<file path="src/hw/rtl/cbc_pkg.sv">
// Shared constants and types for the color bin compaction block.
// No dependencies; imported by every module of the block.
`timescale 1ns / 1ps

package cbc_pkg;

    localparam int MAX_BINS  = 64;
    localparam int CFG_W     = 7;
    localparam int CFG_RESET = 64;
    localparam int PIX_W     = 8;
    localparam int N_W       = $clog2(MAX_BINS + 1);
    localparam int Q_W       = $clog2(MAX_BINS);
    localparam int MAP_DEPTH = MAX_BINS * MAX_BINS * MAX_BINS;
    localparam int RAW_W     = $clog2(MAP_DEPTH);
    localparam int IDX_W     = 18;
    localparam int USED_W    = 19;
    localparam int EPOCH_W   = 8;
    localparam int QDEPTH    = 4;
    localparam int QPTR_W    = $clog2(QDEPTH);
    localparam int QCNT_W    = $clog2(QDEPTH + 1);

    // One classified pixel on its way to the map
    typedef struct packed {
        logic [RAW_W-1:0] raw;
        logic             first;
    } bin_req_t;

    typedef struct packed {
        logic     valid;
        bin_req_t item;
    } bin_push_t;

    // Back pressure seen by the front end
    typedef struct packed {
        logic [QCNT_W-1:0] count;
        logic              clearing;
    } fe_hold_t;

endpackage

</file>
<file path="src/hw/rtl/cbc_queue.sv">
// Short request queue between front end and map engine.
// Depends on cbc_pkg.
`timescale 1ns / 1ps

module cbc_queue (
    input  logic                    clk,
    input  logic                    rst_n,
    input  cbc_pkg::bin_push_t      push,
    input  logic                    pop,
    output cbc_pkg::bin_req_t       head,
    output logic                    head_valid,
    output logic [cbc_pkg::QCNT_W-1:0] count
);
    import cbc_pkg::*;

    bin_req_t          slot_reg [QDEPTH];
    logic [QPTR_W-1:0] wr_ptr_reg, rd_ptr_reg;
    logic [QCNT_W-1:0] count_reg;
    logic              do_pop;

    function automatic logic [QPTR_W-1:0] ptr_inc(input logic [QPTR_W-1:0] p);
        logic [QPTR_W-1:0] r;
        if (32'(p) == QDEPTH - 1)
            r = '0;
        else
            r = p + 1'b1;
        return r;
    endfunction

    assign head_valid = (count_reg != '0);
    assign head       = slot_reg[rd_ptr_reg];
    assign count      = count_reg;
    assign do_pop     = pop && head_valid;

    always_ff @(posedge clk or negedge rst_n)
    begin
        if (!rst_n)
        begin
            wr_ptr_reg <= '0;
            rd_ptr_reg <= '0;
            count_reg  <= '0;
        end
        else
        begin
            if (push.valid)
                wr_ptr_reg <= ptr_inc(wr_ptr_reg);
            if (do_pop)
                rd_ptr_reg <= ptr_inc(rd_ptr_reg);
            if (push.valid && !do_pop)
                count_reg <= count_reg + 1'b1;
            else if (do_pop && !push.valid)
                count_reg <= count_reg - 1'b1;
        end
    end

    always_ff @(posedge clk)
    begin
        if (push.valid)
            slot_reg[wr_ptr_reg] <= push.item;
    end

endmodule

</file>
<file path="config.mk">
export PLATFORM = sky130hd
export DESIGN_NAME = cbc_queue
export DESIGN_NICKNAME = d
export VERILOG_FILES = /design/src/hw/rtl/cbc_pkg.sv /design/src/hw/rtl/cbc_queue.sv
export SDC_FILE = /design/constraint.sdc
export NUM_CORES = 1
export LEC_CHECK = 0
export BUFFER_PORTS_ARGS = -buffer_cell sky130_fd_sc_hd__buf_4
export CAP_MARGIN = 5
export CORE_AREA = 2 2 81 141
export CTS_CLUSTER_SIZE = 10
export DETAILED_ROUTE_END_ITERATION = 12
export DIE_AREA = 0 0 83 143
export GPL_TIMING_DRIVEN = 0
export PLACE_DENSITY = 0.53
export SLEW_MARGIN = 20
export SYNTH_ARGS = -nofsm -noshare
export SYNTH_HDL_FRONTEND = slang
export SYNTH_SLANG_ARGS = --single-unit
</file>
<file path="constraint.sdc">
create_clock -name clk -period 2.84 [get_ports clk]
set_clock_uncertainty 0.1 [all_clocks]
set_input_delay 0.284 -clock clk [delete_from_list [all_inputs] [get_ports clk]]
set_output_delay 0.284 -clock clk [all_outputs]
set_load 0.1 [all_outputs]
</file>
==> metrics.csv <==
stage,metric,value,unit
critical_path,Worst Path Required,2460,ps
yosys,area share of the largest cell type after synthesis,72.1,%
yosys,Netlist cell types,19,
placed_design,Port Buffers,45,
clocking,Clock Tree Buf Depth,2,
critical_path,CP Class,flip-flop to output port,
detailed_routing,Routed wire per std cell,17.1,um
detailed_routing,DR vias/cell,4.40,
floorplanning,# IOs,46,
yosys,synth top area cells,"edfxtp_1 (72%), mux4_2 (14%), dfrtp_1 (5.5%)",
clocking,CTS tree,yes,
clocking,Skew-Pair Late Insertion Delay,330,ps
clocking,post-CTS setup buffers,0,
final_layout,Area Overhead vs Synth,24.4,%
yosys,Yosys reg bits,83,
hold_path,worst min path class,input port to flip-flop,
floorplanning,core area,10700,um2
sta,fmax,444,MHz
detailed_routing,"wirelength, routed",5580,um
floorplanning,Rows,50,
yosys,Syn. warnings,0,
detailed_routing,Pre-antenna DRT Iters,4,
detailed_routing,DRT iter0 DRCs,58,
floorplanning,Die X,83,um
detailed_routing,DRC Markers,0,
clocking,# clock sinks,83,
placed_design,Post-Place Worst Slack,675,ps
sta,Worst slew margin,31.1,%
floorplanning,Die ar.,11900,um2
sta,Final TNS setup,0,ps
sta,Final Setup Violations,0,
clocking,Clock Tree Root,clkbuf_16,
sta,part of the cycle the worst path needs,79.2,%
critical_path,element type at the critical path start,flip-flop,
sta,max-slew violation count,0,
final_layout,Fillers,989,
sta,Least-Margin Pin Slew,1030,ps
grt,initial antenna violation count,0,
clocking,H-tree levels,3,
sta,RSZ-0062 raised after global routing,no,
grt,vias in the first global route,1621,
yosys,post-synthesis sequential area ratio,77.6,%
final_layout,share of layout cells above drive strength 1,43.7,%
grt,total track usage,10.0,%
grt,first-pass GRT wire length,8690,um
critical_path,Critical Path Sink Type,output port,
yosys,Mapped Area,3170,um2
detailed_routing,Routed Antenna Nets,0,
grt,largest net degree at the start of global routing,20,
floorplanning,die height,143,um
status,status,finished clean,
sta,minimum clock period,2250,ps
floorplanning,initial core utilization,29.6,%
final_layout,max reg flops,76,
sta,final hold violations,0,
yosys,syn avg cell area,23.5,um2
clocking,CTS buffer count,9,
final_layout,Inserted Diodes,0,
grt,total gr overflow,0,
clocking,clock transition at the registers of the reported paths,60,ps
critical_path,"Arr. time, crit path",1870,ps
yosys,Mapped Cells,135,
final_layout,fin nets,222,
critical_path,critical path peak fanout,10,
clocking,post-cts sizing count,0,
run,max_cap viols,0,
yosys,Syn Nets,165,
placed_design,Placer Congestion,0.660,
sta,Final WS setup,590,ps
yosys,Synth area leader,edfxtp_1,
detailed_routing,via count,1440,
==> routing by layer <==
layer  GRT usage (%)  wire (um)  up-vias
met5               0          0        -
met4            6.21        140        0
met3            2.25        215       11
met2            17.4       3040       40
met1            11.0       2180      728
li1                -          -      661
==> critical path, stage by stage, from the launching register on <==
cell	delay, ps
dfrtp_1	350
clkbuf_1	500
mux4_2	430
buf_4	250
==> per-stage QoR <==
stage	cell area [um2]	utilization, %	cells	hold slack, ps
final	3940	36.8	327	53.4
after global routing	3940	36.8	327	46.8
after CTS	3940	36.8	327	44.6
after detailed placement	3670	34.3	310	11.8
after global placement	3670	34.3	310	8.05
after floorplan	3170	-	135	-112
==> layout by cell type (no fill, tap or decap), drive strengths merged <==
| master | n |
|---|---|
| and2 | 4 |
| buf | 48 |
| clkbuf | 12 |
| clkinv | 3 |
| clkinvlp | 2 |
| dfrtp | 7 |
| dlygate4sd3 | 1 |
| edfxtp | 76 |
| fa | 1 |
| ha | 6 |
| inv | 3 |
| mux2 | 3 |
| mux4 | 19 |
| nand2 | 3 |
| nor2 | 3 |
| o21ai | 2 |
| or3 | 1 |
| xnor2 | 1 |
| xor2 | 2 |
==> layout make-up <==
type	instances	area [um2]	share of cell area [%]
Buffer	4	31.3	0.794
Clock buffer	11	233	5.91
Clock inverter	5	30.0	0.762
Inverter	3	11.3	0.286
Multi-Input combinational cell	45	667	16.9
Sequential cell	83	2460	62.4
Tap cell	130	163	4.13
Timing Repair Buffer	46	348	8.83
==> what timing repair did <==
| item | 4_1_cts | 5_1_grt |
|---|---|---|
| endpoints found under the hold margin | 7 | 0 |
| hold buffers | 1 | 0 |
| endpoints found under the setup margin | 0 | 0 |
==> kinds of logic after synthesis <==
kind of cell,after synthesis,share of synthesized area [%]
adders and majority gates,7,3.00
buffers and inverters,7,1.34
and+or+nand+nor,11,2.09
xor gates and xnor gates,3,0.830
DFF,83,77.6
muxes,22,14.8
AOI/OAI and AO/OA,2,0.316
==> path summary, 6_finish.rpt <==
kind,from,end,slack [ps],cells after the start
min in group asynchronous,rst_n,count[2]$_DFFE_PN0P_,200,2
worst max register to register,count[0]$_DFFE_PN0P_,count[2]$_DFFE_PN0P_,670,8
worst max-delay path,rd_ptr_reg[1]$_DFFE_PN0P_,head[6],590,3
worst min-delay path,push[2],slot_reg[1][2]$_DFFE_PP_,50,1
worst min register to register,count[2]$_DFFE_PN0P_,count[2]$_DFFE_PN0P_,400,1
max in group asynchronous,rst_n,rd_ptr_reg[1]$_DFFE_PN0P_,2310,2
==> cell usage after synthesis <==
cell type	n
xnor2_1	1
fa_1	1
edfxtp_1	76
nand2_4	1
mux4_2	19
o21ai_0	2
dfrtp_1	7
nor2_1	3
xor2_1	2
clkbuf_1	1
mux2_2	1
buf_6	2
or3_4	1
buf_2	1
and2_1	4
ha_1	6
nand2_1	2
mux2_4	2
inv_1	3
Power is not shown: default switching activity piles up to over one toggle a cycle in this logic, so the estimate is an artifact.
