`src/hw/rtl/cbc_pkg.sv`:
```
// Shared constants and types for the color bin compaction block.
// No dependencies; imported by every module of the block.
`timescale 1ns / 1ps

package cbc_pkg;

    localparam int MAX_BINS  = 64;
    localparam int CFG_W     = 7;
    localparam int CFG_RESET = 64;
    localparam int PIX_W     = 8;
    localparam int N_W       = $clog2(MAX_BINS + 1);
    localparam int Q_W       = $clog2(MAX_BINS);
    localparam int MAP_DEPTH = MAX_BINS * MAX_BINS * MAX_BINS;
    localparam int RAW_W     = $clog2(MAP_DEPTH);
    localparam int IDX_W     = 18;
    localparam int USED_W    = 19;
    localparam int EPOCH_W   = 8;
    localparam int QDEPTH    = 4;
    localparam int QPTR_W    = $clog2(QDEPTH);
    localparam int QCNT_W    = $clog2(QDEPTH + 1);

    // One classified pixel on its way to the map
    typedef struct packed {
        logic [RAW_W-1:0] raw;
        logic             first;
    } bin_req_t;

    typedef struct packed {
        logic     valid;
        bin_req_t item;
    } bin_push_t;

    // Back pressure seen by the front end
    typedef struct packed {
        logic [QCNT_W-1:0] count;
        logic              clearing;
    } fe_hold_t;

endpackage

```
`src/hw/rtl/cbc_front.sv`:
```
// Front end: bins-per-channel register, channel quantizers, raw bin index.
// Depends on cbc_pkg.
`timescale 1ns / 1ps

module cbc_front (
    input  logic                    clk,
    input  logic                    rst_n,
    input  logic                    start,
    output logic                    busy,
    input  logic [7:0]              blue,
    input  logic [7:0]              green,
    input  logic [7:0]              red,
    input  logic                    first_pixel,
    input  logic                    cfg_valid,
    output logic                    cfg_ready,
    input  logic [6:0]              cfg_data,
    input  cbc_pkg::fe_hold_t       hold,
    output cbc_pkg::bin_push_t      push
);
    import cbc_pkg::*;

    localparam int PROD_W = PIX_W + N_W;
    localparam int PG_W   = N_W + Q_W;
    localparam int PR_W   = 2 * N_W + Q_W;
    localparam int SUM_W  = PR_W + 1;

    function automatic logic [N_W-1:0] eff_bins(input logic [CFG_W-1:0] c);
        logic [N_W-1:0] n;
        if (c == '0)
            n = N_W'(1);
        else if (32'(c) > MAX_BINS)
            n = N_W'(MAX_BINS);
        else
            n = N_W'(c);
        return n;
    endfunction

    localparam logic [N_W-1:0]   N_RESET  = eff_bins(CFG_W'(CFG_RESET));
    localparam logic [2*N_W-1:0] NN_RESET = (2*N_W)'(N_RESET) * (2*N_W)'(N_RESET);

    logic [N_W-1:0]    n_reg;
    logic [2*N_W-1:0]  nn_reg;
    logic [N_W-1:0]    n_new;

    logic              a_valid_reg;
    logic [Q_W-1:0]    qb_a_reg, qg_a_reg, qr_a_reg;
    logic              first_a_reg;
    logic              b_valid_reg;
    logic [Q_W-1:0]    qb_b_reg;
    logic [PG_W-1:0]   pg_b_reg;
    logic [PR_W-1:0]   pr_b_reg;
    logic              first_b_reg;

    logic [PROD_W-1:0] prod_b, prod_g, prod_r;
    logic [SUM_W-1:0]  sum;
    logic [QCNT_W:0]   occupancy;
    logic              accept;

    assign cfg_ready = 1'b1;
    assign n_new     = eff_bins(cfg_data);

    // Count items already committed to the queue so none can overflow it
    assign occupancy = {1'b0, hold.count} + (QCNT_W+1)'(a_valid_reg)
                     + (QCNT_W+1)'(b_valid_reg);
    assign busy      = hold.clearing || (32'(occupancy) >= QDEPTH);
    assign accept    = start && !busy;

    assign prod_b = PROD_W'(blue)  * PROD_W'(n_reg);
    assign prod_g = PROD_W'(green) * PROD_W'(n_reg);
    assign prod_r = PROD_W'(red)   * PROD_W'(n_reg);

    assign sum = SUM_W'(qb_b_reg) + SUM_W'(pg_b_reg) + SUM_W'(pr_b_reg);

    always_comb
    begin
        push.valid      = b_valid_reg;
        push.item.first = first_b_reg;
        if (sum >= SUM_W'(MAP_DEPTH))
            push.item.raw = RAW_W'(MAP_DEPTH - 1);
        else
            push.item.raw = sum[RAW_W-1:0];
    end

    always_ff @(posedge clk or negedge rst_n)
    begin
        if (!rst_n)
        begin
            n_reg       <= N_RESET;
            nn_reg      <= NN_RESET;
            a_valid_reg <= 1'b0;
            b_valid_reg <= 1'b0;
        end
        else
        begin
            if (cfg_valid)
            begin
                n_reg  <= n_new;
                nn_reg <= (2*N_W)'(n_new) * (2*N_W)'(n_new);
            end
            a_valid_reg <= accept;
            b_valid_reg <= a_valid_reg;
        end
    end

    always_ff @(posedge clk)
    begin
        if (accept)
        begin
            qb_a_reg    <= prod_b[PIX_W+Q_W-1:PIX_W];
            qg_a_reg    <= prod_g[PIX_W+Q_W-1:PIX_W];
            qr_a_reg    <= prod_r[PIX_W+Q_W-1:PIX_W];
            first_a_reg <= first_pixel;
        end
        if (a_valid_reg)
        begin
            qb_b_reg    <= qb_a_reg;
            pg_b_reg    <= PG_W'(n_reg) * PG_W'(qg_a_reg);
            pr_b_reg    <= PR_W'(nn_reg) * PR_W'(qr_a_reg);
            first_b_reg <= first_a_reg;
        end
    end

endmodule

```
`config.mk`:
```
export PLATFORM = sky130hd
export DESIGN_NAME = cbc_front
export DESIGN_NICKNAME = d
export VERILOG_FILES = /design/src/hw/rtl/cbc_pkg.sv /design/src/hw/rtl/cbc_front.sv
export SDC_FILE = /design/constraint.sdc
export NUM_CORES = 1
export LEC_CHECK = 0
export BUFFER_PORTS_ARGS = -buffer_cell sky130_fd_sc_hd__buf_2
export CAP_MARGIN = 20
export CORE_ASPECT_RATIO = 1.1
export CORE_MARGIN = 4
export CORE_UTILIZATION = 30
export CTS_CLUSTER_SIZE = 28
export DETAILED_ROUTE_END_ITERATION = 7
export PLACE_DENSITY_LB_ADDON = 0.2
export SETUP_SLACK_MARGIN = 0.5
export SYNTH_ARGS = -nofsm -noshare
export SYNTH_HDL_FRONTEND = slang
export SYNTH_SLANG_ARGS = --single-unit
```
`constraint.sdc`:
```
create_clock -name clk -period 5.85 [get_ports clk]
set_input_delay 0.585 -clock clk [delete_from_list [all_inputs] [get_ports clk]]
set_output_delay 0.585 -clock clk [all_outputs]
set_load 0.01 [all_outputs]
```
==> results of run 1 <==
==> area by class of cell <==
cell class | instances | area [sq um]
Clock inverter | 7 | 56.3
Inverter | 230 | 863
Multi-Input combinational cell | 1043 | 9580
Timing Repair Buffer | 72 | 390
Sequential cell | 80 | 2310
Clock buffer | 9 | 225
Tap cell | 567 | 709
Fill cell | 4521 | 28200
==> logic make-up (layout without fill, tap and decap cells) <==
logic type,count (synthesis),after routing
AO/OA/AOI/OAI,140,140
XOR/XNOR,63,63
adder cells (fa/ha/maj),349,349
buffers and inverters,266,318
flip-flops,80,80
multiplexers,16,16
other,2,9
AND/OR/NAND/NOR,466,466
==> routing by layer <==
metal  vias up  wire length [microns]  track usage
met5         -                      0            0
met4         0                    326       0.0279
met1      4404                  13200        0.165
met2        65                  13500        0.216
li1       4525                      -            -
met3        14                    503       0.0148
==> cells in the final DEF (no fill, tap or decap), types with 12 or more instances in the layout <==
master / Yosys / final
inv_1: 230 / 230
nand2_1: 214 / 214
ha_1: 182 / 182
fa_1: 167 / 167
and2_1: 118 / 118
buf_2: 1 / 60
edfxtp_1: 59 / 59
nor2_1: 49 / 48
xnor2_1: 48 / 48
a21oi_1: 34 / 34
o21ai_0: 31 / 31
nor3_1: 23 / 23
xor2_1: 15 / 15
mux2_2: 15 / 15
nor2b_1: 14 / 14
dfrtp_1: 19 / 14
buf_4: 4 / 12
==> through the flow <==
step                setup slack [ns]  hold WS [ns]  std cells
floorplan                      0.971         0.289       1389
global placement               0.887         0.402       1992
detailed placement             0.739         0.405       1992
CTS                            0.725         0.206       2008
global route                   0.546         0.234       2008
finish                         0.880         0.204       2008
==> critical path, delay by kind of cell (launching register included) <==
kind / cells / cell delay, ns
AO/OA/AOI/OAI: 3 / 0.76
XOR/XNOR: 1 / 0.13
adder cells (fa/ha/maj): 5 / 2.06
buffers and inverters: 2 / 0.39
flip-flops: 1 / 0.71
AND/OR/NAND/NOR: 4 / 0.66
==> worst max path at each step <==
| stage | endpoint | slack, ns |
|---|---|---|
| after floorplan | qg_a_reg[5] | 0.97 |
| after global placement | qb_a_reg[5] | 0.89 |
| after detailed placement | qg_a_reg[5] | 0.74 |
| after CTS | qg_a_reg[5] | 0.72 |
| after global routing | qb_a_reg[5] | 0.55 |
| final | qb_a_reg[5] | 0.88 |
==> power groups by stage <==
stage | Clock, mW | Combinational (mW) | Sequential, mW
after global routing | 0.586 | 4.12 | 1.01
after floorplan | 0 | 2.81 | 0.936
final | 0.541 | 3.50 | 0.995
after CTS | 0.567 | 3.57 | 0.996
after global placement | 0 | 3.51 | 1.01
after detailed placement | 0 | 3.53 | 1.01
==> repair_timing <==
| item | in CTS | in global routing |
|---|---|---|
| gates resized for setup | 0 | 4 |
| endpoints found under the hold margin | 0 | 0 |
| setup endpoints to repair | 0 | 3 |
==> metrics, run 1 <==
status complete, no violations; Hold Path Class in -> async; Crit. End Element register; CTS Hold Buffers Added 0; CP max stage cell dfrtp_1; clk sinks 80; WL/cell 13.7 microns; Post-Synth XOR/XNOR Area 0.0429; Pint 2.72 mW; Worst-Skew Late Latency 0.36 ns; clk slew on worst S/H paths 0.08 ns; Via Count around 9000; slowest stage delay, CP about 0.7 ns; fin. max-slew vios 0; min Tclk post-route 4.97 ns; CTS tree built; Comb pwr share 0.695; Rows 79; Cell Pwr Density 356 nW/um^2; worst-path cell chain buf_4 -> nand2_1 -> fa_1 -> fa_1 -> fa_1 -> inv_1 -> fa_1 -> ha_1 -> nor3_1 -> a22oi_1 -> a31oi_1 -> o21ai_0 -> nor4_1 -> nor3_1 -> xnor2_1; Antenna Cells 0; root buffer cell clkbuf_16; Remaining Overflow, GRT 0; antenna violations before repair 0; r2r worst-path depth 15; Post-synth EDFFs 59; Post-Synth Simple-Gate Area 0.175; Fin. Hold Viols 0; Setup Fix Bufs, Post-CTS 0; P_sw 2.32 mW; setup TNS 0 ns; final instance area about 14000 sq um; Synth Area in Adders 0.437; sequential fraction of the synthesis area 0.179; Post-DRT Antenna Nets 0; Tcrit/Tclk final 0.850; r2r setup slk 0.88 ns; area grow syn2layout 9.84%; max reg flops 20; Mapped Cells between 1000 and 1500; FFs w/ async S/R, synth 0.263; die area 46300 sq um; average cell area after synthesis 9.31 sq um; Top cell by count, worst path fa_1; final number of setup-violating endpoints 0; Total Nets Final 1825; die width 205 microns; Pre-antenna DRT Iters 4; top post-synthesis cells by area fa_1, ha_1, edfxtp_1; critical path fanouts, max 17; arrival time at the worst endpoint between 5 and 6 ns; flops & latches, synth 80; Cell Area, Placed 13800 sq um; PortBufs 60; Max Cap Violations 0; I/O pin count 62; Cell variety after synth 66; Remaining DRCs 0; DP Wirelength around 23 mm; top-area cell type share of the netlist area 0.260; Post-synth top cells inv_1, nand2_1, ha_1; largest family of logic cells by synthesized area adder cells; f_max 0.201 GHz; synthesized area between 10000 and 15000 sq um; Post-Route WL 27.6 mm; clock share of power 0.108; vias in the first global route 9547; Total Power 5.04 mW; Worst Max-Slew Pin Slew 0.893 ns; worst r2r dst qb_a_reg[5]; GP Congestion 0.788; register share of total power 0.198; core area approximately 42000 sq um; most numerous cell in the Yosys netlist inv_1; cell accounting for the most synthesized area fa_1; worst setup path class reg -> reg; post-synthesis mux area share 0.0139; maximum vdd drop 0.255 mV; Starting DRT DRC Count about 340; Core Util, Final 0.334; Worst Setup SP n_reg[5]; layout cells sized above 1 0.0840; GRT Overall Usage 0.124; r2r startpoint n_reg[5]; CTS H-Tree Depth 3; Startpoint Class register; DIE HEIGHT 225 microns; via density per instance 4.49; RSZ-0062 raised after global routing no; Starting Density 0.304; Sw Ratio 0.461; largest net degree at the start of global routing 42; first-pass GRT wire length 47.1 mm; Crit path required time between 5 and 6 ns; Leakage 6.87 nW; Layout Skew 0.0175 ns; Bufs on Longest Clock Path 2; Max-slew headroom 0.388; yosys warns 0; Synth Area in Compound Gates 0.0734; Post-synth top flop edfxtp_1; CTS Buf Count 9
No activity file was read; power rests on OpenSTA's default activity.
==> run 2, diff against run 1 <==
==> constraint.sdc (replaced) <==
create_clock -name clk -period 5 [get_ports clk]
set_input_delay 0.5 -clock clk [delete_from_list [all_inputs] [get_ports clk]]
set_output_delay 0.5 -clock clk [all_outputs]
set_load 0.01 [all_outputs]
==> metrics, run 2 (synthesized netlist as in run 1, its figures left out) <==
setup TNS 0 ns; Starting Density 0.304; Via Count roughly 9100; slowest stage delay, CP 0.51 ns; first-pass GRT wire length 48.3 mm; CTS H-Tree Depth 3; Remaining DRCs 0; Max Cap Violations 0; number of buffers and inverters on the critical path 4; Layout Skew 0.0128 ns; layout cells sized above 1 0.142; min Tclk post-route around 4.5 ns; DP Wirelength 23.2 mm; critical path fanouts, max 4; max reg flops 20; Antenna Cells 0; Fin. Hold Viols 0; PortBufs 60; area grow syn2layout 15.0%; DIE HEIGHT 225 microns; I/O pin count 62; CTS tree built; Crit path required time 5.11 ns; clk slew on worst S/H paths 0.07 ns; vias in the first global route 9719; GP Congestion ~0.8; final instance area 14800 sq um; Largest delay share family, worst path adder cells; maximum vdd drop around 0.34 mV; Pre-antenna DRT Iters 4; r2r setup slk 0.54 ns; Total Nets Final 1879; fin. max-slew vios 0; Leakage 7.18 nW; worst-path cell chain buf_6 -> buf_12 -> and2_4 -> fa_1 -> inv_1 -> fa_1 -> fa_1 -> inv_1 -> fa_1 -> ha_2 -> nor3_4 -> o211ai_1 -> a31oi_2 -> o21ai_2 -> o21a_1 -> nor2_1 -> xnor2_1; most common cell after layout, fill and taps aside inv_1; die area 46300 sq um; core area 42300 sq um; Bufs on Longest Clock Path 2; Post-DRT Antenna Nets 0; Cell Pwr Density about 400 nW/um^2; Filler Cells Inserted 4439; via density per instance 4.43; Top cell by count, worst path fa_1; RSZ-0062 raised after global routing yes; pre-CTS WS 0.188 ns; GRT Overall Usage 0.127; largest net degree at the start of global routing 42; Rows 79; Post-Route WL between 20 and 30 mm; Max-slew headroom 0.593; Register Area 2310 sq um; Worst-Skew Late Latency 0.35 ns; Core Util, Final 0.350; clk sinks 80; Crit. End Element register; WL/cell approximately 14 microns; Tcrit/Tclk final 0.892; CTS Buf Count 9; worst setup path class reg -> reg; f_max 0.224 GHz; die width 205 microns; most frequent cells in the layout inv_1, nand2_1, ha_1, fa_1, and2_1; Hold Path Class in -> async; Startpoint Class register; Worst Max-Slew Pin Slew approximately 0.6 ns; Starting DRT DRC Count between 200 and 300; Multi-input gate area 9760 sq um; arrival time at the worst endpoint 4.57 ns; Worst Slack Setup Final between 0.5 and 0.6 ns; antenna violations before repair 0; root buffer cell clkbuf_16; CP max stage cell fa_1; Cell Area, Placed 14000 sq um; status complete, no violations; hold_ws roughly 0.14 ns; Remaining Overflow, GRT 0; final number of setup-violating endpoints 0
run 2: changes by cell type in the layout (fill, tap and decap cells not counted), sizes merged:
cell      change
buf          +52
clkbuf        +2
clkinvlp      -2
clkinv        +1
inv           +1
run 2: metrics by stage:
stage,total power [mW],cells
2_1_floorplan,4.39,1389
3_3_place_gp,5.29,2009
3_5_place_dp,5.31,2009
4_1_cts,6.05,2033
5_1_grt,6.88,2062
6_report,6.03,2062
run 2: cell type report:
class	instances	area share
Clock inverter	7	0.00372
Inverter	230	0.0584
Tap cell	567	0.0480
Timing Repair Buffer	126	0.0582
Multi-Input combinational cell	1043	0.660
Sequential cell	80	0.156
Clock buffer	9	0.0152
run 2: final timing paths:
| path | cells after the start | end | start |
|---|---|---|---|
| min in group clk | 1 | first_a_reg | first_pixel |
| min | 1 | nn_reg[13] | rst_n |
| max | 17 | qg_a_reg[4] | n_reg[2] |
| max in group asynchronous | 1 | a_valid_reg | rst_n |
| max reg2reg | 17 | qg_a_reg[4] | n_reg[2] |
| min reg2reg | 0 | qb_b_reg[3] | qb_a_reg[3] |
run 2: where the power goes:
group	switching (mW)	internal, mW	total, mW	leakage, nW
clock	0.287	0.341	0.628	0.133
sequential	0.128	1.01	1.14	0.797
combinational	2.34	1.92	4.26	6.25
total	2.76	3.27	6.03	7.18
run 2: layer usage:
layer  wire, microns  track usage  vias up
met5               0            0        -
met4             438       0.0298        0
met3             725       0.0178       22
met2           13700        0.216       83
met1           13400        0.173     4397
li1                -            -     4623
run 2: what timing repair did:
action                                  4_1_cts  5_1_grt
setup buffers                                 8       28
resized for setup                            20       48
endpoints found under the setup margin       10       30
pin swaps                                     8       47
cloned                                        0        1
hold buffers                                  0        0
==> run 3, diff against run 2 <==
==> constraint.sdc (replaced) <==
create_clock -name clk -period 5 [get_ports clk]
set_input_delay 0 -clock clk [delete_from_list [all_inputs] [get_ports clk]]
set_output_delay 0 -clock clk [all_outputs]
set_load 0.01 [all_outputs]
==> metrics, run 3 (synthesized netlist as in run 1, its figures left out) <==
Max Cap Violations 0; Cell Area, Placed 13900 sq um; final instance area 14800 sq um; Bufs on Longest Clock Path 2; root buffer cell clkbuf_16; die area 46300 sq um; hold_ws 0.0739 ns; slowest stage delay, CP 0.55 ns; setup TNS 0 ns; hold path depth 3; Layout Skew ~0.0083 ns; final number of setup-violating endpoints 0; antenna violations before repair 0; area grow syn2layout 15.1%; Hold Path Origin cfg_data[0]; Remaining Overflow, GRT 0; vias in the first global route between 9000 and 10000; worst r2r dst qg_a_reg[5]; arrival time at the worst endpoint 4.53 ns; PortBufs 60; DP Wirelength 23.4 mm; Max-slew headroom 0.398; Cell Pwr Density around 410 nW/um^2; CTS tree built; layout cells sized above 1 0.133; Tcrit/Tclk final 0.885; Crit. End Element register; first-pass GRT wire length 47.7 mm; GP Congestion 0.815; critical path fanouts, max 5; Post-DRT Antenna Nets 0; status complete, no violations; most common cell after layout, fill and taps aside inv_1; Fin. Hold Viols 0; clk sinks 80; min Tclk post-route 4.43 ns; Rows 79; f_max 0.226 GHz; die width between 200 and 250 microns; r2r setup slk roughly 0.57 ns; largest net degree at the start of global routing 43; DIE HEIGHT 225 microns; WL/cell 13.9 microns; Via Count 9274; Post-Route WL 28.7 mm; Total Nets Final around 1900; maximum vdd drop ~0.36 mV; Top cell by count, worst path fa_1; Filler Cells Inserted 4437; Starting DRT DRC Count between 300 and 400; Starting Density 0.304; r2r startpoint n_reg[1]; worst setup path class reg -> reg; I/O pin count 62; via density per instance 4.50; Antenna Cells 0; Remaining DRCs 0; CTS Buf Count 9; CP max stage cell fa_1; r2r worst-path depth 15; Leakage 7.20 nW; GRT Overall Usage 0.126; Worst Max-Slew Pin Slew 0.878 ns; Startpoint Class register; CTS H-Tree Depth 3; Post-Layout Cell Count 2060; RSZ-0062 raised after global routing yes; Pre-antenna DRT Iters 4; Worst-Skew Late Latency between 0.3 and 0.4 ns; Hold Path Class in -> reg; Total Power 6.14 mW; clk slew on worst S/H paths 0.06 ns; worst-path cell chain and2_4 -> fa_1 -> inv_2 -> fa_1 -> fa_1 -> inv_1 -> fa_1 -> ha_4 -> o21ai_0 -> a22oi_1 -> a31oi_2 -> o21ai_2 -> nor4_2 -> nor3_2 -> xnor2_1; most frequent cells in the layout inv_1, nand2_1, ha_1, fa_1, and2_1; fin. max-slew vios 0; Crit path required time 5.10 ns; Post-Place Cells approximately 2000; core area between 40000 and 50000 sq um; hold worst-path end nn_reg[2]; max reg flops 20
[run 3: report_power, final]
group          switching, mW  internal (mW)  total, mW
Clock                  0.260          0.436      0.696
Sequential             0.134           1.01       1.14
Combinational           2.37           1.94       4.31
Total                   2.76           3.38       6.14
[run 3: critical path: cells and delay by family (launching register included)]
family,cells,cell delay [ns]
adders and majority gates,5,2.31
AOI/OAI and AO/OA,4,0.69
DFF,1,0.54
and+or+nand+nor,3,0.44
buffers and inverters,2,0.09
xor gates and xnor gates,1,0.09
[run 3: worst max-delay path by stage]
stage	start	end	slack [ns]	cells past startpoint
floorplan	n_reg[6]	qg_a_reg[5]	0.47	16
global placement	n_reg[1]	qb_a_reg[5]	0.25	15
detailed placement	n_reg[1]	qb_a_reg[5]	0.20	14
CTS	n_reg[3]	qr_a_reg[5]	0.52	16
global route	n_reg[6]	qg_a_reg[5]	0.38	15
finish	n_reg[1]	qg_a_reg[5]	0.57	15
[run 3: repair_timing]
item | CTS | global route
hold endpoints to repair | 21 | 0
buffers inserted | 8 | 37
gates cloned | 0 | 1
gates resized for setup | 13 | 38
hold buffers | 2 | 0
endpoints found under the setup margin | 11 | 17
pin swaps | 13 | 40
[run 3: metrics by stage]
stage	utilization	setup WS [ns]
2_1_floorplan	-	0.474
3_5_place_dp	0.328	0.199
3_3_place_gp	0.328	0.252
6_report	0.350	0.575
5_1_grt	0.350	0.379
4_1_cts	0.339	0.517
[run 3: area by class of cell]
class                      count  area (sq um)  area share
clock inverter                 7          93.8     0.00634
inverter                     230           863      0.0583
tap                          567           709      0.0479
timing repair buffer         124           882      0.0596
sequential                    80          2310       0.156
clock buffer                   9           225      0.0152
multi-input combinational   1043          9730       0.657
[run 3: layer usage]
layer | track usage | wire (microns) | share of wire
met1 | 0.172 | 13600 | 0.47
met4 | 0.0259 | 294 | 0.010
met5 | 0 | 0 | 0
met2 | 0.217 | 14100 | 0.49
met3 | 0.0141 | 650 | 0.023
